**src/mdspi_pkg.sv**
```systemverilog
// ---------------------------------------------------------------------------
// mdspi_pkg
// Shared types, codes and reset contents for the multi-device SPI slave.
// ---------------------------------------------------------------------------
package mdspi_pkg;

	localparam int REGS_PER_DEVICE_DEF = 128;
	localparam int DEVICE_COUNT_DEF    = 5;

	// request kinds
	localparam logic [1:0] REQ_SEL_ON  = 2'd0;
	localparam logic [1:0] REQ_SEL_OFF = 2'd1;
	localparam logic [1:0] REQ_DATA    = 2'd2;
	localparam logic [1:0] REQ_LOAD    = 2'd3;

	// device codes
	localparam logic [2:0] DEV_NO_SEL  = 3'd0;
	localparam logic [2:0] DEV_IMU     = 3'd1;
	localparam logic [2:0] DEV_HG_L    = 3'd2;
	localparam logic [2:0] DEV_HG_R    = 3'd3;
	localparam logic [2:0] DEV_PR_L    = 3'd4;
	localparam logic [2:0] DEV_PR_R    = 3'd5;
	localparam logic [2:0] DEV_SEVERAL = 3'd7;

	localparam logic [7:0] BAD_SELECT_CODE = 8'hEE;
	localparam int         READ_FLAG_BIT   = 7;

	// register addresses
	localparam logic [6:0] ADDR_WHO_AM_I = 7'h0F;
	localparam logic [6:0] ADDR_CTRL1    = 7'h10;
	localparam logic [6:0] ADDR_CTRL2    = 7'h11;
	localparam logic [6:0] ADDR_CTRL_A   = 7'h20;
	localparam logic [6:0] ADDR_CTRL_B   = 7'h21;

	// reset contents
	localparam logic [7:0] ID_IMU     = 8'h6B;
	localparam logic [7:0] ID_HG      = 8'h32;
	localparam logic [7:0] ID_PR_L    = 8'hA1;
	localparam logic [7:0] ID_PR_R    = 8'hA2;
	localparam logic [7:0] DEF_IMU_C1 = 8'h94;
	localparam logic [7:0] DEF_IMU_C2 = 8'h9D;
	localparam logic [7:0] DEF_HG_C   = 8'h27;
	localparam logic [7:0] DEF_PR_C   = 8'h01;

	typedef struct packed {
		logic [1:0] req_type;
		logic [4:0] cs_lines;
		logic [7:0] rx_byte;
		logic [2:0] load_device;
		logic [6:0] load_address;
		logic [7:0] load_value;
	} in_item_t;

	typedef struct packed {
		logic [7:0] tx_byte;
		logic       select_error;
	} out_item_t;

	// bank access request from the control logic
	typedef struct packed {
		logic       we;
		logic [2:0] wr_dev;
		logic [6:0] wr_addr;
		logic [7:0] wr_data;
		logic       re;
		logic [2:0] rd_dev;
		logic [6:0] rd_addr;
	} mem_req_t;

	// result of one item before the bank read data is merged in
	typedef struct packed {
		logic       use_rdata;
		logic [7:0] tx_byte;
		logic       select_error;
	} res_t;

	function automatic logic is_writable(input logic [2:0] dev, input logic [6:0] addr);
		logic w;
		w = 1'b0;
		case (dev) inside
			DEV_IMU:            w = (addr == ADDR_CTRL1) || (addr == ADDR_CTRL2);
			DEV_HG_L, DEV_HG_R: w = (addr == ADDR_CTRL_A);
			DEV_PR_L, DEV_PR_R: w = (addr == ADDR_CTRL_A) || (addr == ADDR_CTRL_B);
			default:            w = 1'b0;
		endcase
		return w;
	endfunction

	function automatic logic [7:0] reset_value(input logic [2:0] dev, input logic [6:0] addr);
		logic [7:0] v;
		v = 8'h00;
		case (dev) inside
			DEV_IMU: begin
				if (addr == ADDR_WHO_AM_I) v = ID_IMU;
				else if (addr == ADDR_CTRL1) v = DEF_IMU_C1;
				else if (addr == ADDR_CTRL2) v = DEF_IMU_C2;
			end
			DEV_HG_L, DEV_HG_R: begin
				if (addr == ADDR_WHO_AM_I) v = ID_HG;
				else if (addr == ADDR_CTRL_A) v = DEF_HG_C;
			end
			DEV_PR_L: begin
				if (addr == ADDR_WHO_AM_I) v = ID_PR_L;
				else if (addr == ADDR_CTRL_A) v = DEF_PR_C;
			end
			DEV_PR_R: begin
				if (addr == ADDR_WHO_AM_I) v = ID_PR_R;
				else if (addr == ADDR_CTRL_A) v = DEF_PR_C;
			end
			default: v = 8'h00;
		endcase
		return v;
	endfunction

endpackage

```
**src/mdspi_ctrl.sv**
```systemverilog
// ---------------------------------------------------------------------------
// mdspi_ctrl
// Transaction state and per-item decode: selects the device, tracks the
// command and auto-increment pointer, and issues bank reads and writes.
// ---------------------------------------------------------------------------
module mdspi_ctrl
	import mdspi_pkg::*;
#(
	parameter int DEVICE_COUNT = DEVICE_COUNT_DEF
) (
	input  logic     clk,
	input  logic     arst_n,
	input  logic     fire,
	input  in_item_t item,
	output mem_req_t mreq,
	output res_t     res
);

	localparam int NSEL = (DEVICE_COUNT < 5) ? DEVICE_COUNT : 5;

	logic [2:0] dev_q, dev_d;
	logic       in_trans_q, in_trans_d;
	logic       await_cmd_q, await_cmd_d;
	logic [6:0] ptr_q, ptr_d;
	logic       read_mode_q, read_mode_d;
	logic [2:0] sampled;
	logic [6:0] ptr_inc;

	function automatic logic dev_valid(input logic [2:0] dev);
		return (dev != DEV_NO_SEL) && (dev <= 3'(DEVICE_COUNT));
	endfunction

	// active-low selects; lines past the device count are not looked at
	always_comb begin
		logic found;
		logic several;
		found   = 1'b0;
		several = 1'b0;
		sampled = DEV_NO_SEL;
		for (int i = 0; i < NSEL; i++) begin
			if (!item.cs_lines[i]) begin
				if (found) several = 1'b1;
				found   = 1'b1;
				sampled = 3'(i + 1);
			end
		end
		if (several) sampled = DEV_SEVERAL;
	end

	assign ptr_inc = ptr_q + 7'd1;

	always_comb begin
		dev_d       = dev_q;
		in_trans_d  = in_trans_q;
		await_cmd_d = await_cmd_q;
		ptr_d       = ptr_q;
		read_mode_d = read_mode_q;
		mreq        = '0;
		res         = '0;
		unique case (item.req_type)
			REQ_SEL_ON: begin
				if (!in_trans_q) begin
					in_trans_d  = 1'b1;
					dev_d       = DEV_NO_SEL;
					await_cmd_d = 1'b1;
					ptr_d       = 7'd0;
					read_mode_d = 1'b0;
				end
			end
			REQ_SEL_OFF: begin
				in_trans_d  = 1'b0;
				dev_d       = DEV_NO_SEL;
				await_cmd_d = 1'b1;
				ptr_d       = 7'd0;
				read_mode_d = 1'b0;
			end
			REQ_LOAD: begin
				if (dev_valid(item.load_device)) begin
					mreq.we      = 1'b1;
					mreq.wr_dev  = item.load_device;
					mreq.wr_addr = item.load_address;
					mreq.wr_data = item.load_value;
				end
			end
			REQ_DATA: begin
				if (in_trans_q) begin
					if (await_cmd_q) begin
						await_cmd_d = 1'b0;
						dev_d       = sampled;
						read_mode_d = item.rx_byte[READ_FLAG_BIT];
						ptr_d       = item.rx_byte[6:0];
						if (!dev_valid(sampled)) begin
							res.tx_byte      = BAD_SELECT_CODE;
							res.select_error = 1'b1;
						end else if (item.rx_byte[READ_FLAG_BIT]) begin
							mreq.re       = 1'b1;
							mreq.rd_dev   = sampled;
							mreq.rd_addr  = item.rx_byte[6:0];
							res.use_rdata = 1'b1;
						end
					end else if (!dev_valid(dev_q)) begin
						res.tx_byte      = BAD_SELECT_CODE;
						res.select_error = 1'b1;
					end else if (read_mode_q) begin
						// pre-increment, then read
						ptr_d         = ptr_inc;
						mreq.re       = 1'b1;
						mreq.rd_dev   = dev_q;
						mreq.rd_addr  = ptr_inc;
						res.use_rdata = 1'b1;
					end else begin
						mreq.we      = is_writable(dev_q, ptr_q);
						mreq.wr_dev  = dev_q;
						mreq.wr_addr = ptr_q;
						mreq.wr_data = item.rx_byte;
						ptr_d        = ptr_inc;
					end
				end
			end
			default: begin
				in_trans_d = in_trans_q;
			end
		endcase
		// drop the bank read and write unless the item advances this cycle
		if (!fire) begin
			mreq.we = 1'b0;
			mreq.re = 1'b0;
		end
	end

	always_ff @(posedge clk or negedge arst_n) begin
		if (!arst_n) begin
			dev_q       <= DEV_NO_SEL;
			in_trans_q  <= 1'b0;
			await_cmd_q <= 1'b1;
			ptr_q       <= 7'd0;
			read_mode_q <= 1'b0;
		end else if (fire) begin
			dev_q       <= dev_d;
			in_trans_q  <= in_trans_d;
			await_cmd_q <= await_cmd_d;
			ptr_q       <= ptr_d;
			read_mode_q <= read_mode_d;
		end
	end

endmodule

```
**config.mk**
```make
export PLATFORM = sky130hd
export DESIGN_NAME = mdspi_ctrl
export DESIGN_NICKNAME = d
export VERILOG_FILES = /design/src/mdspi_pkg.sv /design/src/mdspi_ctrl.sv
export SDC_FILE = /design/constraint.sdc
export NUM_CORES = 1
export LEC_CHECK = 0
export ABC_AREA = 1
export BUFFER_PORTS_ARGS = -buffer_cell sky130_fd_sc_hd__buf_2
export CORE_UTILIZATION = 52
export CTS_BUF_LIST = sky130_fd_sc_hd__clkbuf_2 sky130_fd_sc_hd__clkbuf_4 sky130_fd_sc_hd__clkbuf_8
export CTS_CLUSTER_DIAMETER = 200
export DETAILED_ROUTE_END_ITERATION = 10
export PLACE_DENSITY = 0.91
export REMOVE_ABC_BUFFERS = 1
export SYNTH_ARGS = -nofsm -noshare
export SYNTH_HDL_FRONTEND = slang
export SYNTH_SLANG_ARGS = --single-unit
```
**constraint.sdc**
```tcl
create_clock -name clk -period 3 [get_ports clk]
set_clock_uncertainty 0.05 [all_clocks]
set_input_delay 0.3 -clock clk [delete_from_list [all_inputs] [get_ports clk]]
set_output_delay 0.3 -clock clk [all_outputs]
set_load 0.05 [all_outputs]
```
==> results.md <==
* CP Cell Sequence: inv_1, nand3_1, o32ai_1, buf_2
* Number of enable flip-flop cells after synthesis at 0
* Clock Pin Slew Worst Setup and Hold Paths at about 0.090 ns
* Worst R2R Path Depth at 4
* Remaining antenna violation count after routing at 0
* FF+latch area at about 330 um2
* IO Count at 76
* PD cells at between 300 and 400 nW/um2
* CTS tree: yes
* Drt pass-1 iters at 8
* Overall power at slightly below 0.0008 W
* Synth Flop Type: dfrtp_1
* Critical R2R Capture: ptr_q[4]$_DFFE_PN0P_
* First-pass GRT wire length at between 7000 and 8000 um
* Die H at 57.6 um
* Initial antenna violation count at 0
* Vias in the first global route at 1677
* Wire length per cell at 13.1 um
* Placer Congestion at 0.957
* Setup WS post-layout at approximately 0.36 ns
* Worst Hold Class: in -> reg
* Vias at 1896
* CP peak stage delay at 0.52 ns
* Area of the multi-input gates at between 900 and 1000 um2
* Initial core utilization at 56.4%
* Avg Cell Area, Syn at about 6.5 um2
* Antenna Cells at 0
* Yosys top cell area share at 18.7%
* Fillers at 246
* DRT iter0 DRCs at roughly 120
* Synthesized area at ~1600 um2
* Critical path origin: await_cmd_q$_DFFE_PN1P_
* Total GRT Usage at between 20 and 30%
* R2R setup slack at 1.40 ns
* Worst slew pin tran at 0.595 ns
* DR DRC count at 2
* Arr. time, crit path at 2.29 ns
* CP Capture Type: output pin
* Clk_lat worst skew at around 0.28 ns
* Hold_buf cts at 1
* Cell taking the most area after synthesis: dfrtp_1
* Core Box Area at 2850 um2
* Netlist cell types at 41
* Dpl hpwl at 3590 um
* Slew margin rel. at around 60%
* Post-CTS setup buffers at 0
* Pins Over Slew Limit at 0
* Sequential-to-total area share from yosys stat at 20.3%
* Period utilisation layout at between 80% and 90%
* Yosys reg bits at 13
* Hold_ws at ~0.2 ns
* Worst setup path endpoint: mreq[21]
* Commonest cells after routing, fill and taps aside: buf_2, nand2_1, inv_1
* Clock tree sinks at 13
* Fin crit period at between 2 and 3 ns
* Clock root cell: clkbuf_4
* RSZ-0062 raised after global routing: false
* Commonest non-fill, non-tap cell in the layout: buf_2
* Final hold vios at 0
* Top cells by area, synth: dfrtp_1, nand2_1, inv_1
* Endpoints failing setup at 0
* Slowest-stage cell, CP: nand3_1
* Cells after synthesis at 248
* Drt via density at 5.51
* Peak Freq at 378 MHz
* Hold Path Stages at 2
* Failing checks: design-rule violations
* Max IR drop VDD at 0.181 mV
* Full die area at 3320 um2
* CTS buffer count at 3
* Ys Warns at 0
* Pre-CTS WS at 0.680 ns
* CP Launch Type: register
* Pin count of the biggest net entering global routing at 18
* Leakage power at 1.10 nW
* Ratio of cells with drive above 1 in the final layout at 33.9%
* Drt total wl at 4520 um
* Outcome: complete, but fails checks
* GR Overflow Total at 0
* Port buffer count at 73
* Worst endpoint required time at 2.65 ns
* Kind of critical path: reg -> out
* Syn-to-layout area delta at 20.7%
* R2R Path Start: await_cmd_q$_DFFE_PN1P_
* Worst-case clock buffer depth at 2
* Layout net count at 353
* Resized cells post-CTS at 0
* Ys async rst share at 100%
* H-tree levels at 1
* Max-cap violation count at 0
* Crit Path Max Fanout at 15
* Num rows at 19
* Overall die width at 57.6 um
==> worst max-delay path, delay by kind of cell (launching register included) <==
kind	cells	cell delay, ns
buffers and inverters	2	0.64
AND/OR/NAND/NOR	1	0.52
flip-flops	1	0.45
AO/OA/AOI/OAI	1	0.41
==> power by group <==
| group | internal [W] | total (W) | switching (W) |
|---|---|---|---|
| clock | 0.0000495 | 0.000111 | 0.0000613 |
| combinational | 0.000115 | 0.000417 | 0.000302 |
| sequential | 0.000206 | 0.000248 | 0.0000419 |
==> final cells by class <==
class | instances | share of cell area, %
multi-input combinational | 173 | 50.8
timing repair buffer | 75 | 19.7
sequential | 13 | 16.8
inverter | 48 | 9.28
tap | 31 | 2.00
clock buffer | 3 | 1.16
clock inverter | 1 | 0.258
==> flip-flops by register name (all words and copies together), names as in the netlist <==
| name | count |
|---|---|
| in_trans_q | 1 |
| await_cmd_q | 1 |
| ptr_q | 7 |
| read_mode_q | 1 |
| dev_q | 3 |
==> metal layers <==
| metal | up-vias | share of wire (%) | GRT usage (%) |
|---|---|---|---|
| met1 | 850 | 42 | 39.9 |
| met2 | 109 | 47 | 47.2 |
| li1 | 929 | - | - |
| met3 | 8 | 10 | 2.68 |
| met5 | - | 0 | 0 |
| met4 | 0 | 1.4 | 8.71 |
==> synth_stat cells, types with 2 or more instances <==
master / count
o32ai_1: 7
nand3_2: 2
nand2_2: 3
xor2_1: 2
nor2_1: 29
nand2_1: 52
o22ai_1: 3
buf_6: 2
o21ai_2: 2
nand3_1: 14
o21ai_0: 8
o22ai_2: 9
ha_1: 3
inv_2: 2
buf_4: 8
dfrtp_1: 12
buf_2: 2
a21oi_1: 8
o21ai_1: 5
nor3_1: 6
nand4_1: 3
inv_1: 46
clkbuf_1: 2
==> kinds of logic (layout without fill, tap and decap cells) <==
| logic type | count (synthesis) | count (layout) | share of synthesized area (%) |
|---|---|---|---|
| xor+xnor | 3 | 3 | 1.63 |
| flops | 13 | 13 | 20.3 |
| compound gates | 48 | 48 | 22.9 |
| simple gates | 117 | 117 | 33.9 |
| other cells | 1 | 2 | 0.233 |
| fa+ha+maj | 3 | 3 | 2.33 |
| buf+inv | 63 | 127 | 18.7 |
==> per-stage QoR <==
step                      area, um2  util, %  cells  setup TNS [ns]
after floorplan                1490        -    234          -22.83
after global routing           1940     68.1    344               0
after CTS                      1940     68.1    344               0
after detailed placement       1900     66.8    339               0
after global placement         1900     66.8    339               0
final                          1940     68.1    344               0
==> worst min-delay path by stage <==
stage,slack [ns],start,endpoint
2_1_floorplan,-0.05,arst_n,dev_q[0]$_DFFE_PN0P_
6_report,0.20,item[31],in_trans_q$_DFFE_PN0P_
4_1_cts,0.19,item[31],in_trans_q$_DFFE_PN0P_
3_3_place_gp,0.15,arst_n,in_trans_q$_DFFE_PN0P_
3_5_place_dp,0.16,arst_n,dev_q[0]$_DFFE_PN0P_
5_1_grt,0.20,item[31],in_trans_q$_DFFE_PN0P_
No activity file was read; power rests on OpenSTA's default activity.
